## config.mk

```make
export PLATFORM = sky130hd
export DESIGN_NAME = battery_fault_protection_flat
export DESIGN_NICKNAME = d
export VERILOG_FILES = /design/src/rtl/core/bfp_pkg.sv /design/src/rtl/core/bfp_in_if.sv /design/src/rtl/core/bfp_out_if.sv /design/src/rtl/core/bfp_cfg.sv /design/src/rtl/core/bfp_eval.sv /design/src/rtl/core/battery_fault_protection.sv /design/src/flat_wrapper.sv
export SDC_FILE = /design/constraint.sdc
export NUM_CORES = 1
export LEC_CHECK = 0
export ABC_AREA = 1
export BUFFER_PORTS_ARGS = -buffer_cell sky130_fd_sc_hd__buf_2
export CAP_MARGIN = 20
export CORE_MARGIN = 5
export CORE_UTILIZATION = 55
export DETAILED_ROUTE_END_ITERATION = 7
export PLACE_DENSITY_LB_ADDON = 0.3
export SLEW_MARGIN = 20
export SYNTH_ARGS = -nofsm -noshare
export SYNTH_HDL_FRONTEND = slang
export SYNTH_SLANG_ARGS = --single-unit
export TNS_END_PERCENT = 20
```

## constraint.sdc

```tcl
create_clock -name i_clk -period 3.45 [get_ports i_clk]
set_clock_uncertainty 0.05 [all_clocks]
set_input_delay 0.5175 -clock i_clk [delete_from_list [all_inputs] [get_ports i_clk]]
set_output_delay 0.5175 -clock i_clk [all_outputs]
set_load 0.01 [all_outputs]
```

## src/rtl/core/bfp_pkg.sv

```systemverilog
package bfp_pkg;

    // Timing and hysteresis constants of the protection scheme.
    localparam int unsigned TRIP_DELAY = 3;
    localparam int unsigned VOLT_HYST  = 50;
    localparam int unsigned TEMP_HYST  = 5;
    localparam int unsigned CNT_MAX    = 7;

    localparam int unsigned CNT_W      = 3;
    localparam int unsigned N_TRIP     = 10;
    localparam int unsigned N_REL      = 2;

    // Configuration port geometry and register indexes.
    localparam int unsigned CFG_IDX_W  = 3;
    localparam int unsigned CFG_DATA_W = 64;

    localparam logic [CFG_IDX_W-1:0] CFG_GROUP_MASK  = 3'd0;
    localparam logic [CFG_IDX_W-1:0] CFG_VOLT_LIMITS = 3'd1;
    localparam logic [CFG_IDX_W-1:0] CFG_CURR_LIMITS = 3'd2;
    localparam logic [CFG_IDX_W-1:0] CFG_TEMP_LIMITS = 3'd3;
    localparam logic [CFG_IDX_W-1:0] CFG_PERM_LIMITS = 3'd4;

    localparam logic [3:0] GROUP_MASK_RESET = 4'hF;

    // Pack mode codes.
    localparam logic [1:0] MODE_CHG = 2'd1;
    localparam logic [1:0] MODE_DSG = 2'd2;

    // Trip counter slots, in fault word bit order.
    localparam int unsigned TC_OVP  = 0;
    localparam int unsigned TC_UVP  = 1;
    localparam int unsigned TC_COCP = 2;
    localparam int unsigned TC_DOCP = 3;
    localparam int unsigned TC_COTP = 4;
    localparam int unsigned TC_CUTP = 5;
    localparam int unsigned TC_DOTP = 6;
    localparam int unsigned TC_DUTP = 7;
    localparam int unsigned TC_CPF  = 8;
    localparam int unsigned TC_DPF  = 9;

    // Release counter slots.
    localparam int unsigned RC_VOLT = 0;
    localparam int unsigned RC_TEMP = 1;

    typedef enum logic [4:0] {
        EV_NONE      = 5'd0,
        EV_OVP_TRIP  = 5'd1,
        EV_UVP_TRIP  = 5'd2,
        EV_COCP_TRIP = 5'd3,
        EV_DOCP_TRIP = 5'd4,
        EV_COTP_TRIP = 5'd5,
        EV_CUTP_TRIP = 5'd6,
        EV_DOTP_TRIP = 5'd7,
        EV_DUTP_TRIP = 5'd8,
        EV_CPF_TRIP  = 5'd9,
        EV_DPF_TRIP  = 5'd10,
        EV_OVP_REL   = 5'd11,
        EV_UVP_REL   = 5'd12,
        EV_COCP_REL  = 5'd13,
        EV_DOCP_REL  = 5'd14,
        EV_COTP_REL  = 5'd15,
        EV_CUTP_REL  = 5'd16,
        EV_DOTP_REL  = 5'd17,
        EV_DUTP_REL  = 5'd18
    } t_event;

    typedef struct packed {
        logic [3:0]  group_enable_mask;
        logic [31:0] voltage_limits;
        logic [31:0] current_limits;
        logic [31:0] temperature_limits;
        logic [63:0] permanent_fault_limits;
    } t_cfg;

    typedef struct packed {
        logic [15:0]        max_cell_mv;
        logic [15:0]        min_cell_mv;
        logic [15:0]        diff_cell_mv;
        logic signed [31:0] current_sum;
        logic signed [7:0]  max_temp;
        logic signed [7:0]  min_temp;
        logic [1:0]         pack_mode;
    } t_item;

    typedef struct packed {
        logic [1:0]                     volt_faults;
        logic [1:0]                     curr_faults;
        logic [3:0]                     temp_faults;
        logic [1:0]                     perm_faults;
        logic [N_TRIP-1:0][CNT_W-1:0]   trip_cnt;
        logic [N_REL-1:0][CNT_W-1:0]    rel_cnt;
    } t_state;

    typedef struct packed {
        logic [9:0] fault_word;
        logic [4:0] event_code;
        logic       charge_fet_on;
        logic       discharge_fet_on;
    } t_result;

    // One tick of a delay counter: a true condition counts up and saturates,
    // a false one clears. The top bit of the result flags the delay passed.
    function automatic logic [CNT_W:0] cnt_step(input logic cond,
                                                 input logic [CNT_W-1:0] cnt);
        logic [CNT_W-1:0] nxt;
        nxt = '0;
        if (cond) begin
            nxt = (cnt < CNT_W'(CNT_MAX)) ? cnt + CNT_W'(1) : cnt;
        end
        return {cond && (nxt > CNT_W'(TRIP_DELAY)), nxt};
    endfunction

endpackage

```

## src/rtl/core/bfp_in_if.sv

```systemverilog
interface bfp_in_if;
    logic               valid;
    logic               ready;
    logic [15:0]        max_cell_mv;
    logic [15:0]        min_cell_mv;
    logic [15:0]        diff_cell_mv;
    logic signed [31:0] current_sum;
    logic signed [7:0]  max_temp;
    logic signed [7:0]  min_temp;
    logic [1:0]         pack_mode;

    modport source (
        output valid, max_cell_mv, min_cell_mv, diff_cell_mv, current_sum,
               max_temp, min_temp, pack_mode,
        input  ready
    );
    modport sink (
        input  valid, max_cell_mv, min_cell_mv, diff_cell_mv, current_sum,
               max_temp, min_temp, pack_mode,
        output ready
    );
endinterface

```

## src/rtl/core/bfp_out_if.sv

```systemverilog
interface bfp_out_if;
    logic       valid;
    logic       ready;
    logic [9:0] fault_word;
    logic [4:0] event_code;
    logic       charge_fet_on;
    logic       discharge_fet_on;

    modport source (
        output valid, fault_word, event_code, charge_fet_on, discharge_fet_on,
        input  ready
    );
    modport sink (
        input  valid, fault_word, event_code, charge_fet_on, discharge_fet_on,
        output ready
    );
endinterface

```

## src/rtl/core/bfp_cfg.sv

```systemverilog
module bfp_cfg (
    input  logic                               i_clk,
    input  logic                               i_rst_n,
    input  logic                               i_cfg_we,
    input  logic [bfp_pkg::CFG_IDX_W-1:0]      i_cfg_idx,
    input  logic [bfp_pkg::CFG_DATA_W-1:0]     i_cfg_data,
    output bfp_pkg::t_cfg                      o_cfg
);

    bfp_pkg::t_cfg r_cfg;

    always_ff @(posedge i_clk) begin
        if (!i_rst_n) begin
            r_cfg.group_enable_mask      <= bfp_pkg::GROUP_MASK_RESET;
            r_cfg.voltage_limits         <= '0;
            r_cfg.current_limits         <= '0;
            r_cfg.temperature_limits     <= '0;
            r_cfg.permanent_fault_limits <= '0;
        end else if (i_cfg_we) begin
            case (i_cfg_idx)
                bfp_pkg::CFG_GROUP_MASK:  r_cfg.group_enable_mask      <= i_cfg_data[3:0];
                bfp_pkg::CFG_VOLT_LIMITS: r_cfg.voltage_limits         <= i_cfg_data[31:0];
                bfp_pkg::CFG_CURR_LIMITS: r_cfg.current_limits         <= i_cfg_data[31:0];
                bfp_pkg::CFG_TEMP_LIMITS: r_cfg.temperature_limits     <= i_cfg_data[31:0];
                bfp_pkg::CFG_PERM_LIMITS: r_cfg.permanent_fault_limits <= i_cfg_data;
                default: ;
            endcase
        end
    end

    assign o_cfg = r_cfg;

endmodule

```

## src/rtl/core/bfp_eval.sv

```systemverilog
module bfp_eval (
    input  bfp_pkg::t_cfg    i_cfg,
    input  bfp_pkg::t_item   i_item,
    input  bfp_pkg::t_state  i_state,
    output bfp_pkg::t_state  o_state,
    output bfp_pkg::t_result o_result
);

    logic               chg;
    logic               dsg;
    logic [15:0]        ovp;
    logic [15:0]        uvp;
    logic signed [15:0] cocp;
    logic signed [15:0] docp;
    logic signed [7:0]  cot;
    logic signed [7:0]  cut;
    logic signed [7:0]  dot;
    logic signed [7:0]  dut;
    logic [15:0]        pcc;
    logic [15:0]        pcd;
    logic [15:0]        pdc;
    logic [15:0]        pdd;
    logic signed [8:0]  tmax9;
    logic signed [8:0]  tmin9;
    logic [16:0]        vmax17;
    logic [16:0]        vmin17;

    assign chg  = (i_item.pack_mode == bfp_pkg::MODE_CHG);
    assign dsg  = (i_item.pack_mode == bfp_pkg::MODE_DSG);
    assign ovp  = i_cfg.voltage_limits[31:16];
    assign uvp  = i_cfg.voltage_limits[15:0];
    assign cocp = i_cfg.current_limits[31:16];
    assign docp = i_cfg.current_limits[15:0];
    assign cot  = i_cfg.temperature_limits[31:24];
    assign cut  = i_cfg.temperature_limits[23:16];
    assign dot  = i_cfg.temperature_limits[15:8];
    assign dut  = i_cfg.temperature_limits[7:0];
    assign pcc  = i_cfg.permanent_fault_limits[63:48];
    assign pcd  = i_cfg.permanent_fault_limits[47:32];
    assign pdc  = i_cfg.permanent_fault_limits[31:16];
    assign pdd  = i_cfg.permanent_fault_limits[15:0];

    assign tmax9  = {i_item.max_temp[7], i_item.max_temp};
    assign tmin9  = {i_item.min_temp[7], i_item.min_temp};
    assign vmax17 = {1'b0, i_item.max_cell_mv};
    assign vmin17 = {1'b0, i_item.min_cell_mv};

    // Hysteresis compares, rearranged so nothing can wrap.
    logic rel_ovp, rel_uvp, rel_cotp, rel_cutp, rel_dotp, rel_dutp;

    assign rel_ovp  = (vmax17 + 17'(bfp_pkg::VOLT_HYST)) < {1'b0, ovp};
    assign rel_uvp  = vmin17 > ({1'b0, uvp} + 17'(bfp_pkg::VOLT_HYST));
    assign rel_cotp = (tmax9 + $signed(9'(bfp_pkg::TEMP_HYST))) < $signed({cot[7], cot});
    assign rel_dotp = (tmax9 + $signed(9'(bfp_pkg::TEMP_HYST))) < $signed({dot[7], dot});
    assign rel_cutp = tmin9 > ($signed({cut[7], cut}) + $signed(9'(bfp_pkg::TEMP_HYST)));
    assign rel_dutp = tmin9 > ($signed({dut[7], dut}) + $signed(9'(bfp_pkg::TEMP_HYST)));

    bfp_pkg::t_state       st;
    bfp_pkg::t_event       ev;
    logic                  cfet;
    logic                  dfet;
    logic [bfp_pkg::CNT_W:0] s;

    always_comb begin
        st   = i_state;
        ev   = bfp_pkg::EV_NONE;
        cfet = 1'b0;
        dfet = 1'b0;
        s    = '0;

        // Trip checks, in group order; a later event overwrites the code.
        if (i_cfg.group_enable_mask[0] && (st.volt_faults == 2'b00)) begin
            s = bfp_pkg::cnt_step(i_item.max_cell_mv > ovp, st.trip_cnt[bfp_pkg::TC_OVP]);
            st.trip_cnt[bfp_pkg::TC_OVP] = s[bfp_pkg::CNT_W-1:0];
            if (s[bfp_pkg::CNT_W]) begin
                st.volt_faults[0] = 1'b1;
                ev = bfp_pkg::EV_OVP_TRIP;
            end
            s = bfp_pkg::cnt_step(i_item.min_cell_mv < uvp, st.trip_cnt[bfp_pkg::TC_UVP]);
            st.trip_cnt[bfp_pkg::TC_UVP] = s[bfp_pkg::CNT_W-1:0];
            if (s[bfp_pkg::CNT_W]) begin
                st.volt_faults[1] = 1'b1;
                ev = bfp_pkg::EV_UVP_TRIP;
            end
        end

        if (i_cfg.group_enable_mask[1] && (st.curr_faults == 2'b00)) begin
            if (chg) begin
                s = bfp_pkg::cnt_step(i_item.current_sum > cocp,
                                      st.trip_cnt[bfp_pkg::TC_COCP]);
                st.trip_cnt[bfp_pkg::TC_COCP] = s[bfp_pkg::CNT_W-1:0];
                if (s[bfp_pkg::CNT_W]) begin
                    st.curr_faults[0] = 1'b1;
                    ev = bfp_pkg::EV_COCP_TRIP;
                end
            end else if (dsg) begin
                s = bfp_pkg::cnt_step(i_item.current_sum < docp,
                                      st.trip_cnt[bfp_pkg::TC_DOCP]);
                st.trip_cnt[bfp_pkg::TC_DOCP] = s[bfp_pkg::CNT_W-1:0];
                if (s[bfp_pkg::CNT_W]) begin
                    st.curr_faults[1] = 1'b1;
                    ev = bfp_pkg::EV_DOCP_TRIP;
                end
            end
        end

        if (i_cfg.group_enable_mask[2] && (st.temp_faults == 4'b0000)) begin
            if (chg) begin
                s = bfp_pkg::cnt_step(i_item.max_temp > cot, st.trip_cnt[bfp_pkg::TC_COTP]);
                st.trip_cnt[bfp_pkg::TC_COTP] = s[bfp_pkg::CNT_W-1:0];
                if (s[bfp_pkg::CNT_W]) begin
                    st.temp_faults[0] = 1'b1;
                    ev = bfp_pkg::EV_COTP_TRIP;
                end
                s = bfp_pkg::cnt_step(i_item.min_temp < cut, st.trip_cnt[bfp_pkg::TC_CUTP]);
                st.trip_cnt[bfp_pkg::TC_CUTP] = s[bfp_pkg::CNT_W-1:0];
                if (s[bfp_pkg::CNT_W]) begin
                    st.temp_faults[1] = 1'b1;
                    ev = bfp_pkg::EV_CUTP_TRIP;
                end
            end else if (dsg) begin
                s = bfp_pkg::cnt_step(i_item.max_temp > dot, st.trip_cnt[bfp_pkg::TC_DOTP]);
                st.trip_cnt[bfp_pkg::TC_DOTP] = s[bfp_pkg::CNT_W-1:0];
                if (s[bfp_pkg::CNT_W]) begin
                    st.temp_faults[2] = 1'b1;
                    ev = bfp_pkg::EV_DOTP_TRIP;
                end
                s = bfp_pkg::cnt_step(i_item.min_temp < dut, st.trip_cnt[bfp_pkg::TC_DUTP]);
                st.trip_cnt[bfp_pkg::TC_DUTP] = s[bfp_pkg::CNT_W-1:0];
                if (s[bfp_pkg::CNT_W]) begin
                    st.temp_faults[3] = 1'b1;
                    ev = bfp_pkg::EV_DUTP_TRIP;
                end
            end
        end

        if (i_cfg.group_enable_mask[3] && (st.perm_faults == 2'b00)) begin
            if (chg) begin
                s = bfp_pkg::cnt_step((i_item.max_cell_mv > pcc) && (i_item.diff_cell_mv > pcd),
                                      st.trip_cnt[bfp_pkg::TC_CPF]);
                st.trip_cnt[bfp_pkg::TC_CPF] = s[bfp_pkg::CNT_W-1:0];
                if (s[bfp_pkg::CNT_W]) begin
                    st.perm_faults[0] = 1'b1;
                    ev = bfp_pkg::EV_CPF_TRIP;
                end
            end
            if (dsg) begin
                s = bfp_pkg::cnt_step((i_item.min_cell_mv > pdc) && (i_item.diff_cell_mv > pdd),
                                      st.trip_cnt[bfp_pkg::TC_DPF]);
                st.trip_cnt[bfp_pkg::TC_DPF] = s[bfp_pkg::CNT_W-1:0];
                if (s[bfp_pkg::CNT_W]) begin
                    st.perm_faults[1] = 1'b1;
                    ev = bfp_pkg::EV_DPF_TRIP;
                end
            end
        end

        // Releases see the faults as they stand after this tick's trips.
        if (st.volt_faults == 2'b01) begin
            s = bfp_pkg::cnt_step(rel_ovp, st.rel_cnt[bfp_pkg::RC_VOLT]);
            st.rel_cnt[bfp_pkg::RC_VOLT] = s[bfp_pkg::CNT_W-1:0];
            if (s[bfp_pkg::CNT_W]) begin
                st.volt_faults = 2'b00;
                ev   = bfp_pkg::EV_OVP_REL;
                cfet = 1'b1;
            end
        end else if (st.volt_faults == 2'b10) begin
            s = bfp_pkg::cnt_step(rel_uvp, st.rel_cnt[bfp_pkg::RC_VOLT]);
            st.rel_cnt[bfp_pkg::RC_VOLT] = s[bfp_pkg::CNT_W-1:0];
            if (s[bfp_pkg::CNT_W]) begin
                st.volt_faults = 2'b00;
                ev   = bfp_pkg::EV_UVP_REL;
                dfet = 1'b1;
            end
        end

        // Current faults clear as soon as the mode reverses.
        if (st.curr_faults == 2'b01) begin
            if (dsg) begin
                st.curr_faults = 2'b00;
                ev   = bfp_pkg::EV_COCP_REL;
                cfet = 1'b1;
            end
        end else if (st.curr_faults == 2'b10) begin
            if (chg) begin
                st.curr_faults = 2'b00;
                ev   = bfp_pkg::EV_DOCP_REL;
                dfet = 1'b1;
            end
        end

        if (st.temp_faults == 4'b0001) begin
            s = bfp_pkg::cnt_step(rel_cotp, st.rel_cnt[bfp_pkg::RC_TEMP]);
            st.rel_cnt[bfp_pkg::RC_TEMP] = s[bfp_pkg::CNT_W-1:0];
            if (s[bfp_pkg::CNT_W]) begin
                st.temp_faults = 4'b0000;
                ev   = bfp_pkg::EV_COTP_REL;
                cfet = 1'b1;
            end
        end else if (st.temp_faults == 4'b0100) begin
            s = bfp_pkg::cnt_step(rel_dotp, st.rel_cnt[bfp_pkg::RC_TEMP]);
            st.rel_cnt[bfp_pkg::RC_TEMP] = s[bfp_pkg::CNT_W-1:0];
            if (s[bfp_pkg::CNT_W]) begin
                st.temp_faults = 4'b0000;
                ev   = bfp_pkg::EV_DOTP_REL;
                dfet = 1'b1;
            end
        end else if (st.temp_faults == 4'b0010) begin
            s = bfp_pkg::cnt_step(rel_cutp, st.rel_cnt[bfp_pkg::RC_TEMP]);
            st.rel_cnt[bfp_pkg::RC_TEMP] = s[bfp_pkg::CNT_W-1:0];
            if (s[bfp_pkg::CNT_W]) begin
                st.temp_faults = 4'b0000;
                ev   = bfp_pkg::EV_CUTP_REL;
                cfet = 1'b1;
            end
        end else if (st.temp_faults == 4'b1000) begin
            s = bfp_pkg::cnt_step(rel_dutp, st.rel_cnt[bfp_pkg::RC_TEMP]);
            st.rel_cnt[bfp_pkg::RC_TEMP] = s[bfp_pkg::CNT_W-1:0];
            if (s[bfp_pkg::CNT_W]) begin
                st.temp_faults = 4'b0000;
                ev   = bfp_pkg::EV_DUTP_REL;
                dfet = 1'b1;
            end
        end
    end

    assign o_state                   = st;
    assign o_result.fault_word       = {st.perm_faults, st.temp_faults,
                                        st.curr_faults, st.volt_faults};
    assign o_result.event_code       = ev;
    assign o_result.charge_fet_on    = cfet;
    assign o_result.discharge_fet_on = dfet;

endmodule

```

## src/rtl/core/battery_fault_protection.sv

```systemverilog
// Battery pack protection fault latch.
// Each item on i_item carries one one-second tick of pack readings: highest,
// lowest and spread of cell voltage, summed pack current, highest and lowest
// temperature, and the charge/discharge mode. For every item exactly one
// result leaves on o_result: the latched fault word after the tick, the
// code of the last trip or release event, and flags that tell
// firmware to re-enable the charge or discharge FET.
// Limits and the group enable mask are written through the plain write port
// (i_cfg_we, i_cfg_idx, i_cfg_data); the user must write them only while no
// item is in flight; the block does not enforce it. An accepted item waits in
// the input register, then the compare-and-count logic feeds the result
// register and the fault state together. One item is taken every cycle while
// the receiver does not stall; each needs a single pass of fault evaluation.
// When the receiver stalls, the result register holds its item and the input
// register still takes one more item; only then does i_item.ready drop.
// Reset is synchronous and active low: it clears all faults and delay
// counters, empties both registers, enables all four fault groups and sets
// every limit to zero.
module battery_fault_protection (
    input  logic                               i_clk,
    input  logic                               i_rst_n,
    bfp_in_if.sink                             i_item,
    bfp_out_if.source                          o_result,
    input  logic                               i_cfg_we,
    input  logic [bfp_pkg::CFG_IDX_W-1:0]      i_cfg_idx,
    input  logic [bfp_pkg::CFG_DATA_W-1:0]     i_cfg_data
);

    bfp_pkg::t_cfg    w_cfg;
    bfp_pkg::t_item   r_in;
    logic             r_in_valid;
    bfp_pkg::t_state  r_state;
    bfp_pkg::t_state  n_state;
    bfp_pkg::t_result r_out;
    bfp_pkg::t_result n_out;
    logic             r_out_valid;
    logic             w_adv;
    logic             w_in_ready;

    bfp_cfg u_cfg (
        .i_clk      (i_clk),
        .i_rst_n    (i_rst_n),
        .i_cfg_we   (i_cfg_we),
        .i_cfg_idx  (i_cfg_idx),
        .i_cfg_data (i_cfg_data),
        .o_cfg      (w_cfg)
    );

    // The held item moves into the result register when that register is
    // empty or is being emptied in this cycle.
    assign w_adv      = r_in_valid && (!r_out_valid || o_result.ready);
    assign w_in_ready = !r_in_valid || w_adv;
    assign i_item.ready = w_in_ready;

    always_ff @(posedge i_clk) begin
        if (!i_rst_n) begin
            r_in_valid <= 1'b0;
        end else if (w_in_ready) begin
            r_in_valid <= i_item.valid;
        end
    end

    always_ff @(posedge i_clk) begin
        if (i_item.valid && w_in_ready) begin
            r_in.max_cell_mv  <= i_item.max_cell_mv;
            r_in.min_cell_mv  <= i_item.min_cell_mv;
            r_in.diff_cell_mv <= i_item.diff_cell_mv;
            r_in.current_sum  <= i_item.current_sum;
            r_in.max_temp     <= i_item.max_temp;
            r_in.min_temp     <= i_item.min_temp;
            r_in.pack_mode    <= i_item.pack_mode;
        end
    end

    bfp_eval u_eval (
        .i_cfg    (w_cfg),
        .i_item   (r_in),
        .i_state  (r_state),
        .o_state  (n_state),
        .o_result (n_out)
    );

    // Fault flags and delay counters move only with an item.
    always_ff @(posedge i_clk) begin
        if (!i_rst_n) begin
            r_state <= '0;
        end else if (w_adv) begin
            r_state <= n_state;
        end
    end

    always_ff @(posedge i_clk) begin
        if (!i_rst_n) begin
            r_out_valid <= 1'b0;
        end else if (w_adv) begin
            r_out_valid <= 1'b1;
        end else if (o_result.ready) begin
            r_out_valid <= 1'b0;
        end
    end

    always_ff @(posedge i_clk) begin
        if (w_adv) begin
            r_out <= n_out;
        end
    end

    assign o_result.valid            = r_out_valid;
    assign o_result.fault_word       = r_out.fault_word;
    assign o_result.event_code       = r_out.event_code;
    assign o_result.charge_fet_on    = r_out.charge_fet_on;
    assign o_result.discharge_fet_on = r_out.discharge_fet_on;

    // Permanent faults, once latched, never clear outside reset.
    a_perm_sticky: assert property (@(posedge i_clk) disable iff (!i_rst_n)
        1'b1 |=> ((r_state.perm_faults & $past(r_state.perm_faults))
                  == $past(r_state.perm_faults)))
        else $error("permanent fault cleared");

    // The protection state moves only when an item is evaluated.
    a_state_hold: assert property (@(posedge i_clk) disable iff (!i_rst_n)
        !w_adv |=> $stable(r_state))
        else $error("fault state changed without an item");

    // A FET re-enable pulse comes only with a release as the last event.
    a_fet_release: assert property (@(posedge i_clk) disable iff (!i_rst_n)
        (r_out_valid && (r_out.charge_fet_on || r_out.discharge_fet_on))
        |-> (r_out.event_code >= 5'(bfp_pkg::EV_OVP_REL)))
        else $error("FET pulse without a release event");

    // The fault word shown is the state left by the item just evaluated.
    a_word_match: assert property (@(posedge i_clk) disable iff (!i_rst_n)
        w_adv |=> (r_out.fault_word == {r_state.perm_faults, r_state.temp_faults,
                                        r_state.curr_faults, r_state.volt_faults}))
        else $error("fault word does not match latched state");

endmodule

```

## src/flat_wrapper.sv

```systemverilog
// flat-port wrapper written by rule: the top's interface ports become plain ports
module battery_fault_protection_flat 
  (i_clk, i_rst_n, i_cfg_we, i_cfg_idx, i_cfg_data, i_item_valid, i_item_max_cell_mv, i_item_min_cell_mv, i_item_diff_cell_mv, i_item_current_sum, i_item_max_temp, i_item_min_temp, i_item_pack_mode, i_item_ready, o_result_valid, o_result_fault_word, o_result_event_code, o_result_charge_fet_on, o_result_discharge_fet_on, o_result_ready);
  bfp_in_if i_item_i ();
  bfp_out_if o_result_i ();
  input  logic i_clk;
  input  logic i_rst_n;
  input  logic i_cfg_we;
  input  logic [bfp_pkg::CFG_IDX_W-1:0] i_cfg_idx;
  input  logic [bfp_pkg::CFG_DATA_W-1:0] i_cfg_data;
  input wire logic [$bits(i_item_i.valid)-1:0] i_item_valid;
  input wire logic [$bits(i_item_i.max_cell_mv)-1:0] i_item_max_cell_mv;
  input wire logic [$bits(i_item_i.min_cell_mv)-1:0] i_item_min_cell_mv;
  input wire logic [$bits(i_item_i.diff_cell_mv)-1:0] i_item_diff_cell_mv;
  input wire logic [$bits(i_item_i.current_sum)-1:0] i_item_current_sum;
  input wire logic [$bits(i_item_i.max_temp)-1:0] i_item_max_temp;
  input wire logic [$bits(i_item_i.min_temp)-1:0] i_item_min_temp;
  input wire logic [$bits(i_item_i.pack_mode)-1:0] i_item_pack_mode;
  output wire logic [$bits(i_item_i.ready)-1:0] i_item_ready;
  output wire logic [$bits(o_result_i.valid)-1:0] o_result_valid;
  output wire logic [$bits(o_result_i.fault_word)-1:0] o_result_fault_word;
  output wire logic [$bits(o_result_i.event_code)-1:0] o_result_event_code;
  output wire logic [$bits(o_result_i.charge_fet_on)-1:0] o_result_charge_fet_on;
  output wire logic [$bits(o_result_i.discharge_fet_on)-1:0] o_result_discharge_fet_on;
  input wire logic [$bits(o_result_i.ready)-1:0] o_result_ready;
  assign i_item_i.valid = i_item_valid;
  assign i_item_i.max_cell_mv = i_item_max_cell_mv;
  assign i_item_i.min_cell_mv = i_item_min_cell_mv;
  assign i_item_i.diff_cell_mv = i_item_diff_cell_mv;
  assign i_item_i.current_sum = i_item_current_sum;
  assign i_item_i.max_temp = i_item_max_temp;
  assign i_item_i.min_temp = i_item_min_temp;
  assign i_item_i.pack_mode = i_item_pack_mode;
  assign i_item_ready = i_item_i.ready;
  assign o_result_valid = o_result_i.valid;
  assign o_result_fault_word = o_result_i.fault_word;
  assign o_result_event_code = o_result_i.event_code;
  assign o_result_charge_fet_on = o_result_i.charge_fet_on;
  assign o_result_discharge_fet_on = o_result_i.discharge_fet_on;
  assign o_result_i.ready = o_result_ready;
  battery_fault_protection u_core (.i_clk(i_clk), .i_rst_n(i_rst_n), .i_item(i_item_i), .o_result(o_result_i), .i_cfg_we(i_cfg_we), .i_cfg_idx(i_cfg_idx), .i_cfg_data(i_cfg_data));
endmodule
```

==> results.sh <==
export IMPL_status="finished clean"
export IMPL_met2_length_um=23500
export IMPL_vias_per_cell=5.47
export IMPL_io_buffers=188
export IMPL_fp_row_count=68
export IMPL_slew_viol_final=0
export IMPL_period_minus_slack_ns=3.43
export IMPL_synth_area_um2=19000
export IMPL_grt_max_degree=146
export IMPL_pwr_share_clk=0.430
export IMPL_ys_seq_elements=327
export IMPL_hold_viol_final=0
export IMPL_pwr_share_comb=0.140
export IMPL_syn_to_final_growth_pct=15.9
export IMPL_path_class="reg2reg"
export IMPL_initial_core_util=0.553
export IMPL_die_y_um=196
export IMPL_place_hpwl_um=38100
export IMPL_grt_pass1_vias=15400
export IMPL_totalWireLength_um=49800
export IMPL_min_path_type="in2reg"
export IMPL_ys_seq_area_frac=0.405
export IMPL_cts_buffer_depth=3
export IMPL_worstPathMaxFanout=2
export IMPL_dr_wl_met3_um=2940
export IMPL_syn_num_nets=2715
export IMPL_core_region_area_um2=34400
export IMPL_overflow=0
export IMPL_antenna_found_initial=2
export IMPL_drv_cap=0
export IMPL_via_count=16100
export IMPL_synth_area_leaders="dfxtp_1 22%, ha_1 18%, edfxtp_1 18%"
export IMPL_power_density_nw_per_um2=454
export IMPL_synth_commonest_cells="332 x nand2_1, 324 x a21oi_1, 323 x inv_1"
export IMPL_worstSetupStartpointType="register"
export IMPL_rsz0062_at_grt="yes"
export IMPL_drive_gt1_frac=0.137
export IMPL_holdWs_ns=0.0840
export IMPL_cts_tree="done"
export IMPL_leakage_nw=9.65
export IMPL_first_iter_violations=1010
export IMPL_synth_most_common_cell="nand2_1"
export IMPL_netSwitchingPower_mw=2.62
export IMPL_placed_cell_area_um2=20600
export IMPL_avgRoutedWirePerCell_um=16.9
export IMPL_hold_buffers=0
export IMPL_fin_crit_sh=0.993
export IMPL_tightest_slew_ns=0.777
export IMPL_fin_area_um2=22000
export IMPL_ir_drop_uv=423
export IMPL_synth_warnings=0
export IMPL_synth_top_area_cell="dfxtp_1"
export IMPL_synth_top_area_share=0.223
export IMPL_avgSynthCellArea_um2=8.38
export IMPL_ys_types=46
export IMPL_antenna_left=0
export IMPL_insertion_delay_ns=0.56
export IMPL_die_area_um2=38400
export IMPL_drc=0
export IMPL_met1_length_um=21700
export IMPL_cp_arrival_ns=3.68
export IMPL_die_w_um=196
export IMPL_synth_cells=2268
export IMPL_seqPwrFrac=0.430
export IMPL_ios=189
export IMPL_nNetsFinal=2913
export IMPL_fmax_mhz=292
export IMPL_async_flop_share=0
export IMPL_routed_top_layer="met4"
export IMPL_drtPass1Iterations=5
export IMPL_internal_power_mw=7.38
export IMPL_htreeDepth=2
export IMPL_globalRouteTotalUtil=0.252
export IMPL_end_kind="register"
export IMPL_cts_clk_slew_worst_paths_ns=0.06
export IMPL_cts_sinks=327
export IMPL_ys_flop_type="dfxtp_1"
export IMPL_synth_edf_count=115
export IMPL_grt_pass1_wl_um=78200
export IMPL_max_slew_margin_rel=0.482
export IMPL_cts_root_buf="clkbuf_16"
export IMPL_cts_inserted_buffers=37
export IMPL_required_ns=3.71
export IMPL_setup_viol=0
export IMPL_swShare=0.262
export IMPL_gp_congestion=0.917
## metal layers
| layer | vias to the layer above | global-route usage |
|---|---|---|
| li1 | 8146 | - |
| met1 | 7484 | 0.332 |
| met2 | 411 | 0.423 |
| met3 | 92 | 0.0331 |
| met4 | 0 | 0.0957 |
| met5 | - | 0 |
## per-stage QoR
| step | setup slack (ns) | instances | util | power, mW | setup TNS [ns] |
|---|---|---|---|---|---|
| 6_report | 0.0227 | 2951 | 0.641 | 10.0 | 0 |
| 5_1_grt | -0.239 | 2951 | 0.641 | 10.4 | -0.784 |
| 4_1_cts | 0.0145 | 2949 | 0.637 | 10.1 | 0 |
| 3_5_place_dp | 0.00926 | 2881 | 0.598 | 5.75 | 0 |
| 3_3_place_gp | 0.0808 | 2881 | 0.598 | 5.68 | 0 |
| 2_1_floorplan | 0.256 | 2268 | - | 5.25 | 0 |
## worst paths after layout
path / cells past startpoint / slack [ns] / startpoint / to
worst min-delay path: 1 / 0.08 / i_item_min_cell_mv[10] / u_core.r_in[76]
worst max-delay path: 24 / 0.02 / u_core.r_in[84] / u_core.o_result.event_code[2]
worst max register to register: 24 / 0.02 / u_core.r_in[84] / u_core.o_result.event_code[2]
worst min register to register: 2 / 0.41 / u_core.u_cfg.o_cfg[41] / u_core.u_cfg.o_cfg[41]
## power by group through the flow
stage                     clock network (mW)  logic (mW)  registers [mW]
after CTS                               4.39        1.38            4.29
after detailed placement                   0        1.37            4.37
final                                   4.30        1.40            4.30
after global placement                     0        1.31            4.37
after floorplan                            0       0.910            4.34
after global routing                    4.53        1.60            4.31
## registers in the layout, summed over array words and instances (netlist names)
name,count
u_core.o_result.event_code,5
u_core.r_in,98
u_core.o_result.charge_fet_on,1
u_core.o_result.fault_word,10
u_core.o_result.valid,1
u_core.u_cfg.o_cfg,164
u_core.o_result.discharge_fet_on,1
u_core.r_in_valid,1
u_core.r_state,46
## placed cells by master, fill, tap and decap left out, drive strengths merged, types with 7 or more instances in the layout
cell type	netlist	routed
o21a	7	7
a21oi	327	327
xnor2	13	13
ha	277	277
nand2	342	342
nor3	25	25
o211ai	9	9
clkbuf	55	49
xor2	46	46
dfxtp	212	212
o21ai	222	222
a211oi	7	7
nor2	123	123
buf	1	215
nand4	34	34
edfxtp	115	115
clkinv	3	14
nand3	84	84
inv	325	325
## worst max-delay path, cell delays in order (launching register included)
cell and delay [ns]:
edfxtp_1 0.42, ha_4 0.18, a21oi_4 0.06, nand2_2 0.10, nand3_2 0.10, nor2_4 0.13, and3_4 0.20, nand3_2 0.08
nor2_1 0.13, nand2_1 0.07, xnor2_1 0.18, ha_1 0.27, inv_1 0.06, o211ai_1 0.08, o21bai_1 0.17, a21oi_1 0.15
nand2_2 0.13, nor2_4 0.14, nand2_2 0.06, nand2_2 0.09, nor2_2 0.06, o21ai_1 0.08, nand3_1 0.09, nand2_1 0.07
inv_1 0.03
## area by class of cell
| cell class | count | area, um2 |
|---|---|---|
| fillers | 2932 | 12400 |
| well taps | 455 | 569 |
| diodes | 1 | 2.50 |
| inverters | 328 | 1240 |
| clock inverters | 19 | 274 |
| flip-flops and latches | 327 | 7700 |
| clock buffers | 49 | 1080 |
| repair buffers | 215 | 1180 |
| multi-input cells | 1557 | 9980 |
## cells by family (layout without fill, tap and decap cells)
group           after synthesis  in the layout  share of synthesized area
xor+xnor                     59             59                     0.0272
flops                       327            327                      0.405
compound gates              596            596                      0.164
buf+inv                     384            611                     0.0760
simple gates                625            625                      0.145
fa+ha+maj                   277            277                      0.182
other cells                   0              1                          0
## what timing repair did
item	CTS	global route
buffers inserted	0	1
gates cloned	0	0
endpoints found under the setup margin	1	14
pin swaps	0	18
gates resized for setup	1	31
(Power assumes the default switching activity.)
